--- src/sv/prlu_pkg.sv ---
// Shared types and constants of the per-source packet rate limiter.
// Used by every module of the block except prlu_fifo; depends on nothing.
package prlu_pkg;

   localparam int IP_W = 32;
   localparam int PORT_W = 16;
   localparam int LIMIT_W = 16;
   localparam int COUNT_W = 17;
   localparam int EXCESS_W = 32;
   localparam int CSR_INDEX_W = 2;
   localparam int CSR_DATA_W = 16;

   localparam logic [COUNT_W-1:0] COUNT_MAX = '1;
   localparam logic [EXCESS_W-1:0] EXCESS_MAX = '1;

   localparam logic CMD_PACKET = 1'b0;
   localparam logic CMD_TICK = 1'b1;

   typedef enum logic [CSR_INDEX_W-1:0] {
      CSR_LIMIT_ENABLED = 2'd0,
      CSR_ADDRESS_LIMIT = 2'd1,
      CSR_PAIR_LIMIT = 2'd2
   } csr_index_type;

   typedef enum logic [1:0] {
      OP_PASS,
      OP_TICK,
      OP_LOOKUP
   } op_type;

   typedef enum logic {
      TBL_IDLE,
      TBL_SCAN
   } tbl_state_type;

   typedef enum logic [1:0] {
      BACK_IDLE,
      BACK_WAIT,
      BACK_OUT
   } back_state_type;

   typedef struct packed {
      logic cmd;
      logic [IP_W-1:0] src_ip;
      logic [PORT_W-1:0] src_port;
   } req_type;

   typedef struct packed {
      logic limited;
      logic address_over;
      logic pair_over;
      logic table_full;
      logic [EXCESS_W-1:0] address_excess_total;
      logic [EXCESS_W-1:0] pair_excess_total;
   } rsp_type;

   typedef struct packed {
      logic enable;
      logic [LIMIT_W-1:0] address_limit;
      logic [LIMIT_W-1:0] pair_limit;
   } cfg_type;

   typedef struct packed {
      op_type op;
      logic address_on;
      logic pair_on;
      logic [IP_W-1:0] src_ip;
      logic [PORT_W-1:0] src_port;
   } job_type;

   typedef struct packed {
      logic busy;
      logic full;
      logic [COUNT_W-1:0] count;
   } tbl_status_type;

endpackage

--- src/sv/prlu_back.sv ---
// Back part: takes queued jobs, runs the enabled table searches and builds each result.
// Holds the excess counters. Depends on prlu_pkg.
module prlu_back
   import prlu_pkg::*;
(
   input  logic                     clock,
   input  logic                     reset,
   input  logic                     cfg_clear,
   input  cfg_type                  cfg,
   input  logic                     job_empty,
   output logic                     job_pop,
   input  job_type                  job,
   output logic                     tbl_clear,
   output logic                     address_start,
   output logic                     pair_start,
   output logic [IP_W-1:0]          address_key,
   output logic [IP_W+PORT_W-1:0]   pair_key,
   input  tbl_status_type           address_status,
   input  tbl_status_type           pair_status,
   input  logic                     out_full,
   output logic                     out_push,
   output rsp_type                  out_data
);

   back_state_type state_ff, state_in;
   job_type job_ff, job_in;
   rsp_type res_ff, res_in;
   logic [EXCESS_W-1:0] address_excess_ff, address_excess_in;
   logic [EXCESS_W-1:0] pair_excess_ff, pair_excess_in;
   logic address_over, pair_over;

   assign address_key = job.src_ip;
   assign pair_key = {job.src_ip, job.src_port};
   assign out_data = res_ff;

   assign address_over = job_ff.address_on && !address_status.full &&
                         (address_status.count > {1'b0, cfg.address_limit});
   assign pair_over = job_ff.pair_on && !pair_status.full &&
                      (pair_status.count > {1'b0, cfg.pair_limit});

   always_comb begin
      state_in = state_ff;
      job_in = job_ff;
      res_in = res_ff;
      address_excess_in = address_excess_ff;
      pair_excess_in = pair_excess_ff;
      job_pop = 1'b0;
      tbl_clear = 1'b0;
      address_start = 1'b0;
      pair_start = 1'b0;
      out_push = 1'b0;
      unique case (state_ff)
         BACK_IDLE: begin
            if (!job_empty) begin
               job_pop = 1'b1;
               job_in = job;
               res_in = '0;
               unique case (job.op)
                  OP_TICK: begin
                     tbl_clear = 1'b1;
                     address_excess_in = '0;
                     pair_excess_in = '0;
                     state_in = BACK_OUT;
                  end
                  OP_LOOKUP: begin
                     address_start = job.address_on;
                     pair_start = job.pair_on;
                     state_in = BACK_WAIT;
                  end
                  default: begin
                     res_in.address_excess_total = address_excess_ff;
                     res_in.pair_excess_total = pair_excess_ff;
                     state_in = BACK_OUT;
                  end
               endcase
            end
         end
         BACK_WAIT: begin
            if (!address_status.busy && !pair_status.busy) begin
               if (address_over && (address_excess_ff != EXCESS_MAX)) begin
                  address_excess_in = address_excess_ff + EXCESS_W'(1);
               end
               if (pair_over && (pair_excess_ff != EXCESS_MAX)) begin
                  pair_excess_in = pair_excess_ff + EXCESS_W'(1);
               end
               res_in.limited = address_over || pair_over;
               res_in.address_over = address_over;
               res_in.pair_over = pair_over;
               res_in.table_full = (job_ff.address_on && address_status.full) ||
                                   (job_ff.pair_on && pair_status.full);
               res_in.address_excess_total = address_excess_in;
               res_in.pair_excess_total = pair_excess_in;
               state_in = BACK_OUT;
            end
         end
         BACK_OUT: begin
            if (!out_full) begin
               out_push = 1'b1;
               state_in = BACK_IDLE;
            end
         end
         default: begin
            state_in = BACK_IDLE;
         end
      endcase
      if (cfg_clear) begin
         tbl_clear = 1'b1;
         address_excess_in = '0;
         pair_excess_in = '0;
      end
   end

   always_ff @(posedge clock) begin
      if (reset) begin
         state_ff <= BACK_IDLE;
         address_excess_ff <= '0;
         pair_excess_ff <= '0;
      end else begin
         state_ff <= state_in;
         address_excess_ff <= address_excess_in;
         pair_excess_ff <= pair_excess_in;
      end
   end

   always_ff @(posedge clock) begin
      job_ff <= job_in;
      res_ff <= res_in;
   end

endmodule

--- config.mk ---
export PLATFORM = sky130hd
export DESIGN_NAME = prlu_back
export DESIGN_NICKNAME = d
export VERILOG_FILES = /design/src/sv/prlu_pkg.sv /design/src/sv/prlu_back.sv
export SDC_FILE = /design/constraint.sdc
export NUM_CORES = 1
export LEC_CHECK = 0
export BUFFER_PORTS_ARGS = -buffer_cell sky130_fd_sc_hd__buf_2
export CORE_UTILIZATION = 52
export DETAILED_ROUTE_END_ITERATION = 7
export HOLD_SLACK_MARGIN = 0.15
export PLACE_DENSITY = 0.81
export SLEW_MARGIN = 15
export SYNTH_ARGS = -nofsm -noshare
export SYNTH_HDL_FRONTEND = slang
export SYNTH_SLANG_ARGS = --single-unit
--- constraint.sdc ---
create_clock -name clock -period 6.9 [get_ports clock]
set_clock_uncertainty 0.05 [all_clocks]
set_input_delay 0.345 -clock clock [delete_from_list [all_inputs] [get_ports clock]]
set_output_delay 0.345 -clock clock [all_outputs]
set_load 0.1 [all_outputs]
==> results of run 1 <==
[how the worst max path moves through the flow]
stage                                   end  cells after the start              start  slack, ns
after floorplan           pair_excess_ff[2]                      9    pair_status[18]       1.84
after global placement         out_data[29]                     10            cfg[15]       3.60
after detailed placement       out_data[29]                     10            cfg[15]       3.54
after CTS                      out_data[29]                      6  pair_excess_ff[7]       3.80
after global routing           out_data[29]                      6  pair_excess_ff[7]       3.51
final                          out_data[29]                      6  pair_excess_ff[7]       3.72
[worst min-delay path, cell delays in order]
cell	delay [ns]
buf_2	0.09
a22oi_1	0.06
nor2_1	0.09
[synthesized netlist by cell type, drive strengths merged (6+ instances only)]
cell / number / area (µm²)
a21o: 15 / 112.6
a21oi: 55 / 275.3
a22oi: 6 / 45.04
a31oi: 23 / 150.1
and2: 9 / 56.30
and3: 25 / 161.4
and4: 10 / 87.58
buf: 92 / 658.1
clkbuf: 60 / 226.5
dfxtp: 66 / 1321
edfxtp: 70 / 2102
ha: 36 / 450.4
inv: 51 / 191.4
mux2i: 11 / 110.1
nand2: 93 / 349.1
nand3: 69 / 345.3
nand4: 25 / 156.4
nor2: 36 / 135.1
nor3: 43 / 220.2
nor4: 18 / 125.1
o211ai: 12 / 90.09
o21ai: 89 / 445.4
o31ai: 23 / 172.7
or3: 25 / 161.4
or4: 10 / 78.82
[cell families (layout without fill, tap and decap cells)]
kind of cell | count (synthesis) | in the layout
compound gates | 257 | 257
mux | 16 | 16
flops | 136 | 136
xor+xnor | 8 | 8
simple gates | 386 | 386
fa+ha+maj | 36 | 36
buf+inv | 203 | 249
[timing repair]
item	CTS	global route
endpoints found under the hold margin	4	0
resized for setup	0	0
buffers inserted	0	0
hold buffers	4	0
[flip-flops by register name, indices dropped and copies added (netlist names)]
name               flops
pair_excess_ff        32
state_ff               2
job_ff                 2
out_data              68
address_excess_ff     32
[metal layers]
| metal | vias up | GRT usage, % | part of all wire, % | routed length (µm) |
|---|---|---|---|---|
| met2 | 454 | 42.11 | 47 | 10740 |
| met5 | - | 1.111 | 0 | 0 |
| li1 | 3848 | - | - | - |
| met3 | 52 | 6.782 | 9.8 | 2271 |
| met1 | 3740 | 32.82 | 40 | 9289 |
| met4 | 0 | 12.45 | 3.3 | 758 |
[per-stage QoR]
stage,cell area (µm²),hold slack (ns),instances,worst slack (ns)
floorplan,8862,0.3641,1042,1.839
global placement,9109,0.4395,1272,3.604
detailed placement,9109,0.4499,1272,3.543
CTS,9741,0.1909,1308,3.803
global route,9741,0.2163,1308,3.513
finish,9741,0.2107,1308,3.724
[power by group]
part	switching [W]	internal (W)	total [W]	leakage [nW]
Sequential	0.00000803	0.000881	0.000889	1.24
Combinational	0.000329	0.0000742	0.000403	2.40
Clock	0.000375	0.000538	0.000912	0.275
Total	0.000711	0.00149	0.00220	3.91
[final cells by class]
| class | instances | area [µm²] | area share [%] |
|---|---|---|---|
| Sequential cell | 136 | 3423 | 35.14 |
| Clock buffer | 17 | 425.4 | 4.367 |
| Multi-Input combinational cell | 703 | 4380 | 44.97 |
| Tap cell | 220 | 275.3 | 2.826 |
| Timing Repair Buffer | 166 | 878.3 | 9.017 |
| Inverter | 51 | 191.4 | 1.965 |
| Clock inverter | 15 | 166.4 | 1.708 |
[cell usage in the layout, fill, tap and decap left out, drive strengths merged, types with 11 or more instances in the layout]
master	n
a21o	15
o211ai	12
nand2	93
nor4	18
clkbuf	17
buf	162
nor3	43
o31ai	23
dfxtp	66
o21ai	89
a31oi	23
or3	25
edfxtp	70
inv	56
a21oi	55
ha	36
and3	25
nor2	36
nand3	69
nand4	25
mux2i	11
==> key figures, run 1 <==
Critical path
  • Crit-path slowest cell: nor4_2
  • Critical R2R Capture: out_data[29]
  • Startpoint Class: register
  • Cell family with most CP delay: simple AND/OR/NAND/NOR gates
  • Critical path class: register to register
  • Crit path buffers/inverters: 0
  • R2r worst-path depth: 6
  • Worst path max stage delay: around 0.77 ns
  • Worst R2R Setup Slack: about 3.7 ns
  • CP required: approximately 7 ns
  • Worst EP arrival: around 3.3 ns
  • Endpoint class of the critical path: register
  • RR Startpoint: pair_excess_ff[7]
  • CP Max Fanout: 11
  • Worst-path cell chain: nand4_1 -> nor4_2 -> nand2_1 -> or4_1 -> o311ai_0 -> o41ai_1

STA
  • Setup TNS: 0 ns
  • Fin crit share: approximately 46%
  • FMAX: between 300 and 400 MHz
  • Fin. Hold Viols: 0
  • Max_slew headroom: approximately 36%
  • RSZ-0062 raised after global routing: no
  • Pin slew with the least headroom to its limit: around 0.96 ns
  • Finish-stage setup viols: 0
  • Fin. max-slew vios: 0
  • Period minus WS final: approximately 3.2 ns

GRT
  • GRT Total Usage: between 20% and 30%
  • Grt ovf: 0
  • Initial antenna violation count: 0
  • First-pass GRT wire length: 36.34 mm
  • Largest net degree at the start of global routing: a little over 90
  • Vias in the first global route: 7154

Power
  • Pwr Density: roughly 230 mW/mm²
  • Tot Pwr: 0.002204 W
  • Leak Pwr: between 3 and 4 nW
  • Maximum VDD drop: 0.1917 mV

Logic synthesis
  • Syn avg cell area: between 8 and 9 µm²
  • Yosys Warn Count: 0
  • Synth Area in Compound Gates: between 10% and 20%
  • Syn nets: 1206
  • Xor and xnor area share after synthesis: less than 1%
  • Post-Synth Adder-Cell Area: roughly 5%
  • Mux contribution to synthesized area: 1.878%
  • Synth Cell Area: ~0.0089 mm²
  • Synth Register Bits: around 140
  • Simple-gate share of the synthesized area: 23.22%
  • Seq/Total Area, Yosys: between 30% and 40%
  • Largest family of logic cells by synthesized area: simple AND/OR/NAND/NOR gates
  • Asr flop ratio synth: 0%
  • Ys flop type: edfxtp_1
  • Netlist cell types: 64
  • Post-synth EDFFs: 70
  • Post-Syn Instances: between 1000 and 1500

Detailed routing
  • Final ANT Viol Nets: 0
  • Drt first pass iters: 6
  • Via density per instance: around 6.2
  • # DRC: 0
  • WL final: 23.06 mm
  • DR iter-0 viols: around 990
  • Wire per inst: 17.63 µm
  • Vias: just over 8000

Clock network
  • TritonCTS buffer count: 17
  • Root Driver: clkbuf_16
  • Worst-Skew Late Latency: 0.44 ns
  • Clock transition at path regs: ~0.06 ns
  • H-tree depth: 4
  • Max clock buf depth: 2
  • Clk sink count: about 140
  • CTS tree: done

Die
  • Die H: between 100 and 150 µm
  • Chip width: 132.6 µm
  • Die area: approximately 0.018 mm²
  • I/O pin count: approximately 280
  • Starting Density: 53.44%
  • FP Rows: between 40 and 50
  • Core Area: around 0.017 mm²

Worst hold path
  • Hold depth: 3
  • Endpoint, Worst Hold: out_data[64]
  • Worst Hold Class: primary input to register
  • Hold_sp: pair_status[17]

Flow run
  • Max Cap Viol: 0

Outcome
  • Status: finished, final reports clean

Layout
  • Final net count: approximately 1200
  • Share of layout cells above drive strength 1: 20.31%
  • FILL cells: 1445
  • Layout area overhead: 9.911%
  • Final core utilization: ~60%
  • Antenna fix cells: 0

Place
  • Number of I/O port buffers: 151
  • Gp weighted congestion: 0.8689
  • HPWL after DPL: approximately 16 mm
No activity file was read; power rests on OpenSTA's default activity.
==> inputs of run 2 (changes only) <==
ABC_AREA = 1   (was default)
CORE_UTILIZATION = 53   (was 52)
PLACE_DENSITY = 0.82   (was 0.81)
clock period = 3.2 ns   (was 6.9 ns; I/O delays follow)
==> run 2 against run 1 <==
Cell count is 28% higher. Sequential share of layout area down 2.7 points. Combinational power increased to 3.7 times the previous value. Sequential power up 130%. Via count rose by 14%. Global-route usage up 2.8 points. Area after synthesis up 7.6%. Utilization is 1.8 points higher. Die area rose by 5.4%. Fmax is 19% higher. Register-to-register slack worse by 3.2 ns. Critical path type unchanged.
==> key figures, run 2 <==
Critical path
  • Worst-path cell chain: ha_1 -> nand2_2 -> nor2_4 -> inv_2 -> nor2_2 -> nand2_2 -> nand3_2 -> buf_4 -> nand2_1 -> nand3_1 -> o21ai_0
  • Worst R2R Setup Slack: between 0.5 and 0.6 ns
  • Critical R2R Capture: out_data[45]
  • Critical Path Start: address_excess_ff[0]
  • Critical path class: register to register
  • Top cell by count, worst path: nand2_2
  • Worst path max stage delay: 0.45 ns
  • CP required: about 3.3 ns
  • Crit path buffers/inverters: 2
  • Worst EP arrival: ~2.8 ns
  • Cell family with most CP delay: simple AND/OR/NAND/NOR gates
  • Endpoint class of the critical path: register
  • RR Startpoint: address_excess_ff[0]
  • R2r worst-path depth: 11
  • Crit-path slowest cell: dfxtp_1
  • CP Max Fanout: 20
  • Startpoint Class: register

Logic synthesis
  • Top cell type's share of synthesized area: approximately 22%
  • Asr flop ratio synth: 0%
  • Synth Register Bits: between 100 and 150
  • List of most frequent post-synthesis cells: nand2_1, inv_1, nor2_1
  • Post-Syn Instances: between 1000 and 1500
  • Count leader, synth: nand2_1
  • Top post-synthesis cells by area: edfxtp_1, nand2_1, dfxtp_1, buf_4, inv_1
  • Netlist cell types: 35
  • Yosys Warn Count: 0
  • Syn avg cell area: between 6 and 7 µm²
  • Ys flop type: edfxtp_1
  • Synth Cell Area: 0.009532 mm²
  • Post-synth EDFFs: 70
  • Seq/Total Area, Yosys: between 30 and 40%
  • Syn nets: between 1500 and 2000
  • Synth area leader: edfxtp_1

Power
  • Net Sw Power: approximately 0.0021 W
  • Clock power frac: a little over a third
  • Gate power share: 27.3%
  • Switching part of the total: approximately two fifths
  • Internal: between 0.003 and 0.004 W
  • Pwr Density: 519.0 mW/mm²
  • Leak Pwr: between 4 and 5 nW
  • Maximum VDD drop: slightly above 0.4 mV
  • Register share of total power: 37.6%

Place
  • HPWL after DPL: between 15 and 20 mm
  • Gp weighted congestion: 0.9495
  • Inst Count DP: about 1600
  • Number of I/O port buffers: about 150

STA
  • Finish-stage setup viols: 0
  • RSZ-0062 raised after global routing: no
  • Fin. Hold Viols: 0
  • Max_slew headroom: a little over two fifths
  • Pin slew with the least headroom to its limit: between 0.8 and 0.9 ns
  • FMAX: roughly 370 MHz
  • Period minus WS final: ~2.7 ns
  • Fin. max-slew vios: 0
  • Setup TNS: 0 ns
  • Worst hold slack: 0.2341 ns
  • Fin crit share: a little over four fifths

Detailed routing
  • Final ANT Viol Nets: 0
  • # DRC: 0
  • DR iter-0 viols: between 900 and 1000
  • Via density per instance: approximately 5.5
  • Vias: just over 9000
  • Wire per inst: ~16 µm
  • WL final: ~27 mm
  • Drt first pass iters: 6

Worst hold path
  • Hold_sp: job[51]
  • Endpoint, Worst Hold: state_ff[1]
  • Worst Hold Class: primary input to register
  • Hold depth: 5

Layout
  • Final net count: 1606
  • Most common cell after layout, fill and taps aside: nand2_1
  • Commonest cells after routing, fill and taps aside: nand2_1, inv_1, buf_2
  • Share of layout cells above drive strength 1: 15.05%
  • Multi-input logic area: about 0.0047 mm²
  • Layout area overhead: 10.65%
  • Largest register FFs: 68
  • FILL cells: 1562
  • Antenna fix cells: 0
  • Register area: approximately 0.0034 mm²
  • Layout Cells excl Fill: around 1700

GRT
  • GRT Total Usage: roughly 29%
  • First-pass GRT wire length: between 40 and 50 mm
  • Largest net degree at the start of global routing: 111
  • Initial antenna violation count: 0
  • Grt ovf: 0
  • Vias in the first global route: about 8000

Die
  • I/O pin count: 281
  • Die area: about 0.019 mm²
  • Core Area: around 0.017 mm²
  • Chip width: roughly 140 µm
  • Die H: approximately 140 µm
  • Starting Density: 54.73%
  • FP Rows: 48

Clock network
  • Root Driver: clkbuf_16
  • TritonCTS buffer count: 17
  • CTS tree: done
  • Max clock buf depth: 2
  • Post-cts gate resize count: 0
  • H-tree depth: 4
  • Clock transition at path regs: approximately 0.060 ns
  • Worst-Skew Late Latency: between 0.4 and 0.5 ns
  • Clk sink count: between 100 and 150

Outcome
  • Status: finished, final reports clean

Flow run
  • Max Cap Viol: 0
[run 2: cell families after synthesis]
family	Yosys count	synth area share, %
and+or+nand+nor	678	30.01
buffers and inverters	293	15.33
AOI/OAI and AO/OA	203	10.90
DFF	136	35.92
adders and majority gates	36	4.726
xor gates and xnor gates	34	3.124
[run 2: worst reg2reg max path, stage by stage (launching register included)]
cell	delay (ns)
dfxtp_1	0.45
ha_1	0.31
nand2_2	0.17
nor2_4	0.19
inv_2	0.07
nor2_2	0.11
nand2_2	0.28
nand3_2	0.18
buf_4	0.25
nand2_1	0.10
nand3_1	0.09
o21ai_0	0.15
[run 2: worst max path at each step]
| stage | end | cells past startpoint | slack, ns |
|---|---|---|---|
| 2_1_floorplan | state_ff[1] | 6 | 0.09 |
| 4_1_cts | out_data[45] | 11 | 0.59 |
| 5_1_grt | out_data[61] | 11 | 0.34 |
| 3_3_place_gp | out_data[55] | 12 | 0.63 |
| 3_5_place_dp | out_data[45] | 11 | 0.62 |
| 6_report | out_data[45] | 11 | 0.53 |
[run 2: stage by stage]
stage | utilization, % | cell area, µm² | worst slack (ns) | power [W]
2_1_floorplan | - | 9534 | 0.09495 | 0.003754
3_3_place_gp | 56.80 | 9893 | 0.6305 | 0.003558
3_5_place_dp | 56.80 | 9893 | 0.6154 | 0.003577
4_1_cts | 60.55 | 10550 | 0.5869 | 0.005487
5_1_grt | 60.55 | 10550 | 0.3415 | 0.005650
6_report | 60.55 | 10550 | 0.5253 | 0.005474
[run 2: area by class of cell]
class	instances	area share, %
Timing Repair Buffer	178	9.515
Inverter	158	5.623
Clock inverter	13	1.127
Multi-Input combinational cell	951	44.30
Tap cell	225	2.669
Clock buffer	19	4.307
Sequential cell	136	32.46
[run 2: what timing repair did]
action                                 in CTS  in global routing
hold buffers                                8                  0
endpoints found under the hold margin       7                  0
buffers inserted                            0                  0
[run 2: layer usage]
metal	up-vias	wire length, µm	GRT usage (%)
met4	0	959	11.60
met3	95	2672	6.562
met2	485	11740	45.43
li1	4521	-	-
met5	-	0	0
met1	4137	11540	38.70
[run 2: power by group through the flow]
stage          Combinational, W  Clock, W  Sequential (W)
2_1_floorplan          0.000856         0         0.00290
3_3_place_gp            0.00147         0         0.00209
3_5_place_dp            0.00148         0         0.00210
4_1_cts                 0.00149   0.00193         0.00206
5_1_grt                 0.00157   0.00201         0.00208
6_report                0.00149   0.00192         0.00206
